File: src/rtl/slkp_pkg.sv
package slkp_pkg;

  localparam int unsigned KEY_W   = 3;
  localparam int unsigned EVENT_W = 6;
  localparam int unsigned TICKS_W = 16;

  localparam logic [KEY_W-1:0]   KEY_MASK_ALL     = 3'h7;
  localparam logic [KEY_W-1:0]   KEY_RED          = 3'b100;
  localparam logic [KEY_W-1:0]   KEY_YELLOW       = 3'b010;
  localparam logic [KEY_W-1:0]   KEY_GREEN        = 3'b001;
  localparam logic [TICKS_W-1:0] LONG_TICKS_RESET = 16'h00ff;

  typedef enum logic [1:0] {
    CMD_SAMPLE = 2'd0,
    CMD_TICK   = 2'd1,
    CMD_READ   = 2'd2,
    CMD_NONE   = 2'd3
  } cmd_t;

  typedef struct packed {
    logic [1:0]       cmd;
    logic [KEY_W-1:0] pin_levels;
  } in_word_t;

  typedef struct packed {
    logic [EVENT_W-1:0] event_bits;
    logic [KEY_W-1:0]   held_mask;
  } out_word_t;

endpackage

File: src/rtl/slkp_tracker.sv
module slkp_tracker (
  input  logic                           clk,
  input  logic                           rst,
  input  logic                           accept,
  input  slkp_pkg::in_word_t             in_word,
  input  logic [slkp_pkg::TICKS_W-1:0]   long_press_ticks,
  output slkp_pkg::out_word_t            result
);

  logic [slkp_pkg::KEY_W-1:0]   last_pressed, last_pressed_next;
  logic [slkp_pkg::KEY_W-1:0]   held_key, held_key_next;
  logic [slkp_pkg::EVENT_W-1:0] pending_events, pending_events_next;
  logic                         timeout_armed, timeout_armed_next;
  logic [slkp_pkg::TICKS_W-1:0] ticks_left, ticks_left_next;

  logic [slkp_pkg::KEY_W-1:0]   now_down;
  logic [slkp_pkg::KEY_W-1:0]   changed;
  logic [slkp_pkg::KEY_W-1:0]   pressed;
  logic [slkp_pkg::KEY_W-1:0]   released;
  logic [slkp_pkg::EVENT_W-1:0] events_out;

  assign now_down = ~in_word.pin_levels & slkp_pkg::KEY_MASK_ALL;
  assign changed  = last_pressed ^ now_down;
  assign pressed  = changed & now_down;
  assign released = changed & last_pressed & held_key;

  always_comb begin
    last_pressed_next   = last_pressed;
    held_key_next       = held_key;
    pending_events_next = pending_events;
    timeout_armed_next  = timeout_armed;
    ticks_left_next     = ticks_left;
    events_out          = '0;
    case (slkp_pkg::cmd_t'(in_word.cmd))
      slkp_pkg::CMD_SAMPLE: begin
        last_pressed_next = now_down;
        // latch the highest-priority new press, red first
        if (held_key == '0) begin
          if (pressed[2]) begin
            held_key_next      = slkp_pkg::KEY_RED;
            timeout_armed_next = 1'b1;
            ticks_left_next    = long_press_ticks;
          end else if (pressed[1]) begin
            held_key_next      = slkp_pkg::KEY_YELLOW;
            timeout_armed_next = 1'b1;
            ticks_left_next    = long_press_ticks;
          end else if (pressed[0]) begin
            held_key_next      = slkp_pkg::KEY_GREEN;
            timeout_armed_next = 1'b1;
            ticks_left_next    = long_press_ticks;
          end
        end
        if (released != '0) begin
          held_key_next       = '0;
          timeout_armed_next  = 1'b0;
          ticks_left_next     = '0;
          pending_events_next = pending_events | {3'b000, released};
        end
      end
      slkp_pkg::CMD_TICK: begin
        if (timeout_armed) begin
          if (ticks_left <= 16'd1) begin
            pending_events_next = pending_events | {held_key & now_down, 3'b000};
            held_key_next       = '0;
            timeout_armed_next  = 1'b0;
            ticks_left_next     = '0;
          end else begin
            ticks_left_next = ticks_left - 16'd1;
          end
        end
      end
      slkp_pkg::CMD_READ: begin
        events_out          = pending_events;
        pending_events_next = '0;
      end
      default: begin
      end
    endcase
  end

  assign result.event_bits = events_out;
  assign result.held_mask  = held_key_next;

  always_ff @(posedge clk) begin
    if (rst) begin
      last_pressed   <= '0;
      held_key       <= '0;
      pending_events <= '0;
      timeout_armed  <= 1'b0;
      ticks_left     <= '0;
    end else if (accept) begin
      last_pressed   <= last_pressed_next;
      held_key       <= held_key_next;
      pending_events <= pending_events_next;
      timeout_armed  <= timeout_armed_next;
      ticks_left     <= ticks_left_next;
    end
  end

`ifndef SYNTH
  a_held_onehot: assert property (@(posedge clk) disable iff (rst)
    $onehot0(held_key))
    else $error("held key not one-hot");

  a_armed_with_held: assert property (@(posedge clk) disable iff (rst)
    (held_key != '0) == timeout_armed)
    else $error("countdown armed state disagrees with held key");

  a_idle_count_zero: assert property (@(posedge clk) disable iff (rst)
    !timeout_armed |-> (ticks_left == '0))
    else $error("ticks left while disarmed");

  a_read_clears: assert property (@(posedge clk) disable iff (rst)
    (accept && in_word.cmd == slkp_pkg::CMD_READ) |=> (pending_events == '0))
    else $error("pending events not cleared by read");
`endif

endmodule

File: src/rtl/short_long_key_press_detector_core.sv
// Channel  Direction  Payload               Handshake
// in       input      in_data (cmd, pins)   in_valid / in_ready
// out      output     out_data (events,     out_valid / out_ready
//                     held_mask)
// cfg      input      cfg_data (16 bits)    cfg_we, no wait
//
// One word is taken per cycle; its result shows in out_data the cycle after.
// The key state updates on the accepting edge and the result word sits in
// a single output register, so in_ready is high whenever that register is
// empty or being drained. A stalled out channel holds in_ready low.
// Synchronous reset clears key state, the output valid and sets the long
// press register to 255.
module short_long_key_press_detector_core (
  input  logic                          clk,
  input  logic                          rst,
  input  logic                          in_valid,
  output logic                          in_ready,
  input  slkp_pkg::in_word_t            in_data,
  output logic                          out_valid,
  input  logic                          out_ready,
  output slkp_pkg::out_word_t           out_data,
  input  logic                          cfg_we,
  input  logic [slkp_pkg::TICKS_W-1:0]  cfg_data
);

  logic [slkp_pkg::TICKS_W-1:0] long_press_ticks;
  slkp_pkg::out_word_t          result;
  logic                         accept;

  assign in_ready = !out_valid || out_ready;
  assign accept   = in_valid && in_ready;

  always_ff @(posedge clk) begin
    if (rst) begin
      long_press_ticks <= slkp_pkg::LONG_TICKS_RESET;
    end else if (cfg_we) begin
      long_press_ticks <= cfg_data;
    end
  end

  slkp_tracker u_tracker (
    .clk              (clk),
    .rst              (rst),
    .accept           (accept),
    .in_word          (in_data),
    .long_press_ticks (long_press_ticks),
    .result           (result)
  );

  // hold the result word until taken; refill on the same edge it drains
  always_ff @(posedge clk) begin
    if (rst) begin
      out_valid <= 1'b0;
    end else if (accept) begin
      out_valid <= 1'b1;
    end else if (out_ready) begin
      out_valid <= 1'b0;
    end
  end

  always_ff @(posedge clk) begin
    if (accept) begin
      out_data <= result;
    end
  end

endmodule
File: config.mk
export PLATFORM = sky130hd
export DESIGN_NAME = short_long_key_press_detector_core
export DESIGN_NICKNAME = d
export VERILOG_FILES = /design/src/rtl/slkp_pkg.sv /design/src/rtl/slkp_tracker.sv /design/src/rtl/short_long_key_press_detector_core.sv
export SDC_FILE = /design/constraint.sdc
export NUM_CORES = 1
export LEC_CHECK = 0
export ABC_CLOCK_PERIOD_IN_PS = 4220
export BUFFER_PORTS_ARGS = -buffer_cell sky130_fd_sc_hd__buf_4
export CAP_MARGIN = 0
export CORE_UTILIZATION = 49
export CTS_CLUSTER_SIZE = 30
export DETAILED_ROUTE_END_ITERATION = 8
export HOLD_SLACK_MARGIN = 0.1
export PLACE_DENSITY = 0.66
export SLEW_MARGIN = 10
export SYNTH_ARGS = -nofsm -noshare
export SYNTH_HDL_FRONTEND = slang
export SYNTH_SLANG_ARGS = --single-unit
export TNS_END_PERCENT = 100
File: constraint.sdc
create_clock -name clk -period 4.22 [get_ports clk]
set_input_delay 0.844 -clock clk [delete_from_list [all_inputs] [get_ports clk]]
set_output_delay 0.844 -clock clk [all_outputs]
set_load 0.02 [all_outputs]
# Word-level counts from Yosys, hierarchy flattened
# Index checks and enable logic that the tools add are counted.
# word_totals
register_bits,55
input_bits,26
out_inout_bits,11
# op_classes
n_addsub,1
magnitude_cmp,1
eq_ne,7
muxes,30
bitwise,8
n_reduce_logical,13
# op_table
op,count
16-bit 2-to-1 mux,7
16-bit one-hot mux with 2 select lines,1
3-bit 2-to-1 mux,7
6-bit 2-to-1 mux,3
6-bit one-hot mux with 3 select lines,1
16-bit by 1-bit <= comparator with 1-bit output (second input constant),1
16-bit by 1-bit subtractor with 16-bit output (second input constant),1
3-bit AND,4
5-bit AND reduction,2
1-bit 2-to-1 mux,9
2-bit by 1-bit != test with 1-bit output (second input constant),3
6-bit by 3-bit OR with 6-bit output,1
6-bit OR,1
3-bit one-hot mux with 2 select lines,1
3-bit nonzero test,2
5-bit by 1-bit != test with 1-bit output (second input constant),1
4-bit AND reduction,1
2-bit nonzero test,2
3-bit logical NOT,1
3-bit by 1-bit != test with 1-bit output (second input constant),1
3-bit NOT,1
3-bit bitwise XOR,1
2-bit by 1-bit == test with 1-bit output (second input constant),1
2-bit == test (second input constant),1
other kinds (6),6

# Logic depth before layout (Yosys ltp)
# Gate-level depths: netlist of run 1.
# logic_depth
depth_word,9
ltp_mapped,8
mapped_depth_nobuf,7

# Cells and area by module
# Synthesis of run 1 repeated with hierarchy kept, for this count alone.
# unflattened
hier_cells,290
area_unflattened_um2,2787.7
# modules_own_cells
mod,instances,cells_each,area_per_inst_um2,seq_area_each_um2
slkp_tracker,1,224,1865.5,580.6
short_long_key_press_detector_core,1,66,922.1,610.6

# Worst setup path before layout of run 1
# Ideal clock, no wire load.
# synth_path
path_type,in2reg
start,input port out_ready
end,register u_tracker.timeout_armed
setup_time_ns,0.071
t_arrival_ns,2.368
setup_slack_ns,1.781
cell_stages,7
path_buffers,1
path_cell_list,nand2b_1 > nand2_1 > inv_1 > clkbuf_1 > o221ai_1 > nand4b_1 > a21oi_1
# synth_between
elab_chain_len,3
# synth_lines
element,line_no,text
from (decl),short_long_key_press_detector_core.sv:20,"input logic out_ready,"
1-bit logical OR,short_long_key_press_detector_core.sv:30,assign in_ready = !out_valid || out_ready;
1-bit logical AND,short_long_key_press_detector_core.sv:31,assign accept = in_valid && in_ready;
net accept,short_long_key_press_detector_core.sv:28,logic accept;
4-bit AND reduction (no source line),n/a,
to (signal assigned),slkp_tracker.sv:95,timeout_armed <= timeout_armed_next;
to (decl),slkp_tracker.sv:13,"logic timeout_armed, timeout_armed_next;"
# The timed path passes the listed nets, and every way through them passes these cells.
# A chain may end at the register's enable or synchronous reset.

# Worst setup path in the final report of run 1
# layout_path
start,input port in_data[3] (netlist bit)
end,register u_tracker.ticks_left[12] (netlist bit)
# layout_between
elab_chain_len,3
# layout_lines
element,line_no,text
from (decl),short_long_key_press_detector_core.sv:18,"input slkp_pkg::in_word_t in_data,"
2-bit logical NOT / 2-bit by 1-bit == test with 1-bit output (equally long branches),slkp_tracker.sv:34,case (slkp_pkg::cmd_t'(in_word.cmd))
"5-bit by 1-bit != test with 1-bit output (no source line), or another cell as far along",n/a,
5-bit AND reduction (no source line),n/a,
to (signal assigned),slkp_tracker.sv:96,ticks_left <= ticks_left_next;
to (decl),slkp_tracker.sv:14,"logic [slkp_pkg::TICKS_W-1:0] ticks_left, ticks_left_next;"
# Several ways; a longest one is shown, not always the timed one.

==> results of run 1 <==
-- state kept, by name (all words and copies together) (netlist names) --
register	cells
u_tracker.last_pressed	3
u_tracker.ticks_left	16
u_tracker.timeout_armed	1
out_valid	1
long_press_ticks	16
u_tracker.held_key	3
u_tracker.pending_events	6
out_data	9
-- area by class of cell --
cell class | instances | area, um^2
clock buffer | 5 | 68.8
clock inverter | 3 | 15.0
fill | 478 | 2120
inverter | 14 | 52.6
multi-input combinational | 201 | 1390
sequential | 55 | 1190
tap | 70 | 87.6
timing repair buffer | 37 | 278
-- placed cells by master, fill, tap and decap left out, types with 8 or more instances in the layout --
master,count
sky130_fd_sc_hd__dfxtp_1,46
sky130_fd_sc_hd__buf_4,37
sky130_fd_sc_hd__nor2_1,25
sky130_fd_sc_hd__nand2_1,18
sky130_fd_sc_hd__mux2i_1,16
sky130_fd_sc_hd__inv_1,14
sky130_fd_sc_hd__a221oi_1,12
sky130_fd_sc_hd__a21oi_1,12
sky130_fd_sc_hd__nor3_1,11
sky130_fd_sc_hd__o21ai_0,11
sky130_fd_sc_hd__edfxtp_1,9
sky130_fd_sc_hd__xnor2_1,8
-- critical path: stages --
cell                       delay (ps)
sky130_fd_sc_hd__buf_4            120
sky130_fd_sc_hd__inv_1             70
sky130_fd_sc_hd__ha_1             380
sky130_fd_sc_hd__nand4_1          310
sky130_fd_sc_hd__o211ai_1         610
sky130_fd_sc_hd__buf_4            340
sky130_fd_sc_hd__a21oi_1           70
sky130_fd_sc_hd__o32ai_1          160
-- through the flow --
step / hold slack, ps / setup slack (ps) / utilization
finish: 465 / 1530 / 0.593
floorplan: 432 / 1780 / -
global route: 489 / 1380 / 0.593
global placement: 441 / 1340 / 0.576
CTS: 472 / 1580 / 0.592
detailed placement: 447 / 1260 / 0.576
-- per-layer routing --
layer,up-vias,global-route usage
met4,0,0.0577
met1,1023,0.265
met2,49,0.348
met3,4,0.0359
met5,-,0
li1,1112,-
-- kinds of logic (layout without fill, tap and decap cells) --
logic type                 after synthesis  count (layout)  share of synthesized area
xor gates and xnor gates                 8               8                     0.0260
buffers and inverters                   30              59                     0.0423
muxes                                   17              17                     0.0637
adders and majority gates                6               6                     0.0279
and+or+nand+nor                         99              99                      0.203
AOI/OAI and AO/OA                       71              71                      0.195
DFF                                     55              55                      0.442
-- power by group through the flow --
stage	logic [W]	registers [W]	clock network (W)
after floorplan	0.000153	0.000591	0
after global placement	0.000214	0.000589	0
after CTS	0.000218	0.000577	0.000296
after detailed placement	0.000217	0.000589	0
after global routing	0.000242	0.000581	0.000311
final	0.000217	0.000578	0.000284
-- worst paths after layout --
check / end / slack [ps] / cells past startpoint
hold / removal: u_tracker.pending_events[2] / 470 / 1
setup / recovery: u_tracker.ticks_left[12] / 1530 / 8
hold reg to reg: u_tracker.pending_events[2] / 470 / 1
setup reg to reg: u_tracker.ticks_left[12] / 1810 / 7
==> run metrics, run 1 <==
weighted congestion reported at the end of routability-driven placement slightly below 0.8; clk_skew a little over 8 ps; Die Width 76.1 um; P_sw 0.000312 W; leading cell types by count after synthesis 46 x sky130_fd_sc_hd__dfxtp_1, 25 x sky130_fd_sc_hd__nor2_1, 18 x sky130_fd_sc_hd__nand2_1; max-capacitance violation count 0; worst r2r src u_tracker.ticks_left[0]; Mapped Nets between 300 and 400; Post-Synthesis Cells 286; count of endpoints failing hold in the final timing report 0; wire length of the first global-routing pass approximately 9500 um; post-route non-filler standard cell count 385; number of global-route vias before repair 1,974; post-synthesis area per instance 9.41 um^2; status finished clean; wire length reported by the detailed router 5690 um; post-route met1 wirelength about 2700 um; core region area 5200 um^2; Max clock buf depth 2; number of sinks handled by clock tree synthesis 55; share of layout cells above drive strength 1 0.165; Design Area, Final slightly above 3000 um^2; launching element type of the critical path input pin; register clock-pin slew on the reported worst setup and hold paths 100 ps; Top Layer Used met4; CP required between 4000 and 5000 ps; antenna violations before repair 0; most numerous cell in the Yosys netlist sky130_fd_sc_hd__dfxtp_1; average wire per standard cell 14.8 um; Detailed Place HPWL approximately 3900 um; I/O pin count 37; area share of the largest cell type after synthesis 0.342; Die ar. 5800 um^2; count of nets left with antenna violations after detail routing 0; Placement Cell Area 3000 um^2; Internal Pwr Total around 0.00077 W; overall routing resource usage 0.204; sw frac 0.290; NumNets Final 346; H-tree depth reported by CTS 2; register bit total from synthesis 55; clock tree from TritonCTS built; sum of met2 wire segment lengths after detailed routing 2730 um; largest net degree at the start of global routing 30; # hold bufs at CTS 0; number of setup violations in the final report 0; CP startpoint in_data[3]; Mapped Area 2690 um^2; CTS Root Buffer Type sky130_fd_sc_hd__clkbuf_8; placed instance count 377; global route overflow 0; Resized Gates After CTS 0; source of the worst hold timing path u_tracker.pending_events[2]; Flop pwr share 0.536; sum of negative setup slack 0 ps; Pleak around 1.2 nW; setup repair after global routing missed its margin false; portion of the clock cycle consumed by the worst path in the final layout 0.637; buffers added on ports 36; clock network fraction of design power 0.263; total number of vias 2,188; total length of routed met3 wires 221 um; Worst Setup Path Type in2reg; ratio of total power to cell area 349 nW/um^2; cell type contributing the most total cell area after synthesis sky130_fd_sc_hd__dfxtp_1; data arrival time of the worst path 2900 ps; number of remaining DRC errors 0; vias per std cell 5.68; area delta synth->final 14.6%; number of DRC violations after detailed-routing iteration 0 136; relative slew slack 0.485; die boundary height 76.1 um; leading post-synthesis cells by cell area sky130_fd_sc_hd__dfxtp_1 34%, sky130_fd_sc_hd__edfxtp_1 10%, sky130_fd_sc_hd__mux2i_1 5.9%; number of flops mapped to enable cells by yosys 9; yosys warns 0; slew at the pin with the worst max-slew slack roughly 770 ps; prevailing post-synth register cell sky130_fd_sc_hd__dfxtp_1; CTS buffer count 5; part of the power in combinational logic 0.201; Seq/Total Area, Yosys 0.442; critical path capture point type flop; max-slew violations 0; final period demand of the worst path 2690 ps; Max IR drop VDD 208 uV; share of flip-flops with an asynchronous set or reset 0; number of detailed-routing iterations run before antenna repair 4; starting density of the core 0.517; Worst Path Max Fanout 16; post-CTS setup repair buffer count 0; Yosys cell types 48; standard-cell row count 26; Clock Latency Late Sink 310 ps; path type of the worst min-delay path reg2reg; Fmax achieved 0.372 GHz; number of antenna repair diodes 0; total power 0.00108 W
(Power assumes the default switching activity.)
==> run 2, diff against run 1 <==
- ABC_CLOCK_PERIOD_IN_PS: 4220 -> 2250
- PLACE_DENSITY: 0.66 -> 0.68
- clock period: 4.22 -> 2.25 ns (I/O delays scaled with it)
==> run metrics, run 2 (synthesized netlist as in run 1, its figures left out) <==
status finished clean; Slowest Stage Delay on Critical Path 350 ps (-260 ps); Worst Path Max Fanout 6 (-10); Finished Core Util 0.616 (+0.0233); launching element type of the critical path flop; # hold bufs at CTS 0 (unchanged); vias per std cell 5.68 (about the same); portion of the clock cycle consumed by the worst path in the final layout 0.924; die boundary height 76.1 um (unchanged); sw frac 0.280 (-0.00906); final period demand of the worst path 2080 ps; count of nets left with antenna violations after detail routing 0 (unchanged); most common library cell in the layout ignoring fill and taps sky130_fd_sc_hd__buf_4; average wire per standard cell 14.8 um (about the same); CP required 2470 ps (-1960 ps); P_sw 0.000576 W (+84%); worst-path cell with the longest stage delay sky130_fd_sc_hd__dfxtp_1; Placement Cell Area 3130 um^2 (+4.3%); share of layout cells above drive strength 1 0.191 (+0.0264); total number of vias 2,267 (+3.6%); data arrival time of the worst path 2300 ps (-600 ps); wire length of the first global-routing pass 9820 um (+3.3%); Clock Latency Late Sink 310 ps (about the same); sum of negative setup slack 0 ps (unchanged); Worst Setup Path Type reg2reg; clock tree from TritonCTS built; Top Registers long_press_ticks x16, u_tracker.ticks_left x16, out_data x9; Pleak 1.32 nW (+5.8%); slew at the pin with the worst max-slew slack 438 ps (-328 ps); Design Area, Final 3210 um^2 (+3.9%); number of setup violations in the final report 0 (unchanged); CP top delay family compound AO/OA/AOI/OAI gates; max-slew violations 0 (unchanged); post-CTS setup repair buffer count 0 (unchanged); count of endpoints failing hold in the final timing report 0 (unchanged); I/O pin count 37 (unchanged); sequential cell area in the final layout 1190 um^2 (unchanged); H-tree depth reported by CTS 2 (unchanged); largest net degree at the start of global routing 30 (unchanged); register clock-pin slew on the reported worst setup and hold paths 90 ps (about the same); wire length reported by the detailed router 5900 um (+3.6%); number of sinks handled by clock tree synthesis 55 (unchanged); path type of the worst min-delay path in2reg; Max IR drop VDD 373 uV (+80%); Detailed Place HPWL 4110 um (+6.0%); cells traversed along the worst timing path inv_1 > ha_1 > nor3b_1 > buf_4 > nand2_1 > a211oi_1 > a32oi_1 > o32ai_1; overall routing resource usage 0.213 (+0.00866); buffers and inverters on the worst path 2 (-1); global route overflow 0 (unchanged); Fmax achieved 0.481 GHz; part of the power in combinational logic 0.220 (+0.019); most frequent cells in the layout 49 x sky130_fd_sc_hd__buf_4, 46 x sky130_fd_sc_hd__dfxtp_1, 25 x sky130_fd_sc_hd__nor2_1, 18 x sky130_fd_sc_hd__nand2_1, 16 x sky130_fd_sc_hd__mux2i_1; clk_skew 5.80 ps (-2.30 ps); ratio of total power to cell area 640 nW/um^2 (+83%); number of detailed-routing iterations run before antenna repair 4 (unchanged); area delta synth->final 19.1%; core region area 5200 um^2 (unchanged); standard-cell row count 26 (unchanged); CTS Root Buffer Type sky130_fd_sc_hd__clkbuf_8; number of global-route vias before repair 2,076 (+5.2%); Max clock buf depth 2 (unchanged); NumNets Final 360 (+4.0%); number of remaining DRC errors 0 (unchanged); setup repair after global routing missed its margin false; Die Width 76.1 um (unchanged); Internal Pwr Total 0.00148 W (+93%); clock network fraction of design power 0.253 (-0.010); weighted congestion reported at the end of routability-driven placement 0.889 (+12%); Resized Gates After CTS 0 (unchanged); CTS buffer count 5 (unchanged); relative slew slack 0.707 (+0.223); antenna violations before repair 0 (unchanged); buffers added on ports 36 (unchanged); Flop pwr share 0.527 (-0.009); number of DRC violations after detailed-routing iteration 0 101 (-26%); layout filler cell count 470 (-1.7%); Die ar. 5800 um^2 (unchanged); critical path capture point type flop; starting density of the core 0.517 (unchanged); max-capacitance violation count 0 (unchanged); area used by multi-input combinational logic 1390 um^2 (-0.45%); number of antenna repair diodes 0 (unchanged)
==> run 2: worst paths after layout <==
check	start	end	cells past startpoint	slack, ps
hold reg to reg	u_tracker.pending_events[2]	u_tracker.pending_events[2]	1	460
hold / removal	cfg_data[5]	long_press_ticks[5]	3	350
setup / recovery	u_tracker.ticks_left[0]	u_tracker.ticks_left[12]	8	170
setup reg to reg	u_tracker.ticks_left[0]	u_tracker.ticks_left[12]	8	170
==> run 2: layout make-up <==
| class | instances | area share |
|---|---|---|
| clock buffers | 7 | 0.0238 |
| well taps | 70 | 0.0273 |
| flip-flops and latches | 55 | 0.371 |
| multi-input cells | 201 | 0.433 |
| repair buffers | 51 | 0.127 |
| inverters | 14 | 0.0164 |
| clock inverters | 1 | 0.00156 |
==> run 2: per-layer routing <==
| layer | up-vias | GRT usage | wire length (um) |
|---|---|---|---|
| met5 | - | 0 | 0 |
| met4 | 0 | 0.0750 | 101 |
| met3 | 8 | 0.0431 | 313 |
| met2 | 65 | 0.369 | 2970 |
| met1 | 1050 | 0.262 | 2510 |
| li1 | 1144 | - | - |
==> run 2: power groups by stage <==
stage	clock, W	combinational [W]	sequential (W)
floorplan	0	0.000287	0.00111
global placement	0	0.000448	0.00110
detailed placement	0	0.000450	0.00111
CTS	0.000537	0.000452	0.00108
global route	0.000571	0.000496	0.00109
finish	0.000519	0.000451	0.00108
==> run 2: tightest hold or removal path: stages <==
cell	delay (ps)
sky130_fd_sc_hd__buf_4	80
sky130_fd_sc_hd__mux2i_1	50
sky130_fd_sc_hd__nand2_1	50
==> run 2: metrics by stage <==
| stage | power, W | hold WS, ps | std cells | setup slack [ps] |
|---|---|---|---|---|
| 2_1_floorplan | 0.00140 | 432 | 286 | 205 |
| 3_3_place_gp | 0.00155 | 443 | 391 | 227 |
| 3_5_place_dp | 0.00156 | 448 | 391 | 206 |
| 4_1_cts | 0.00207 | 340 | 399 | 214 |
| 5_1_grt | 0.00216 | 345 | 399 | 1.78 |
| 6_report | 0.00205 | 346 | 399 | 170 |
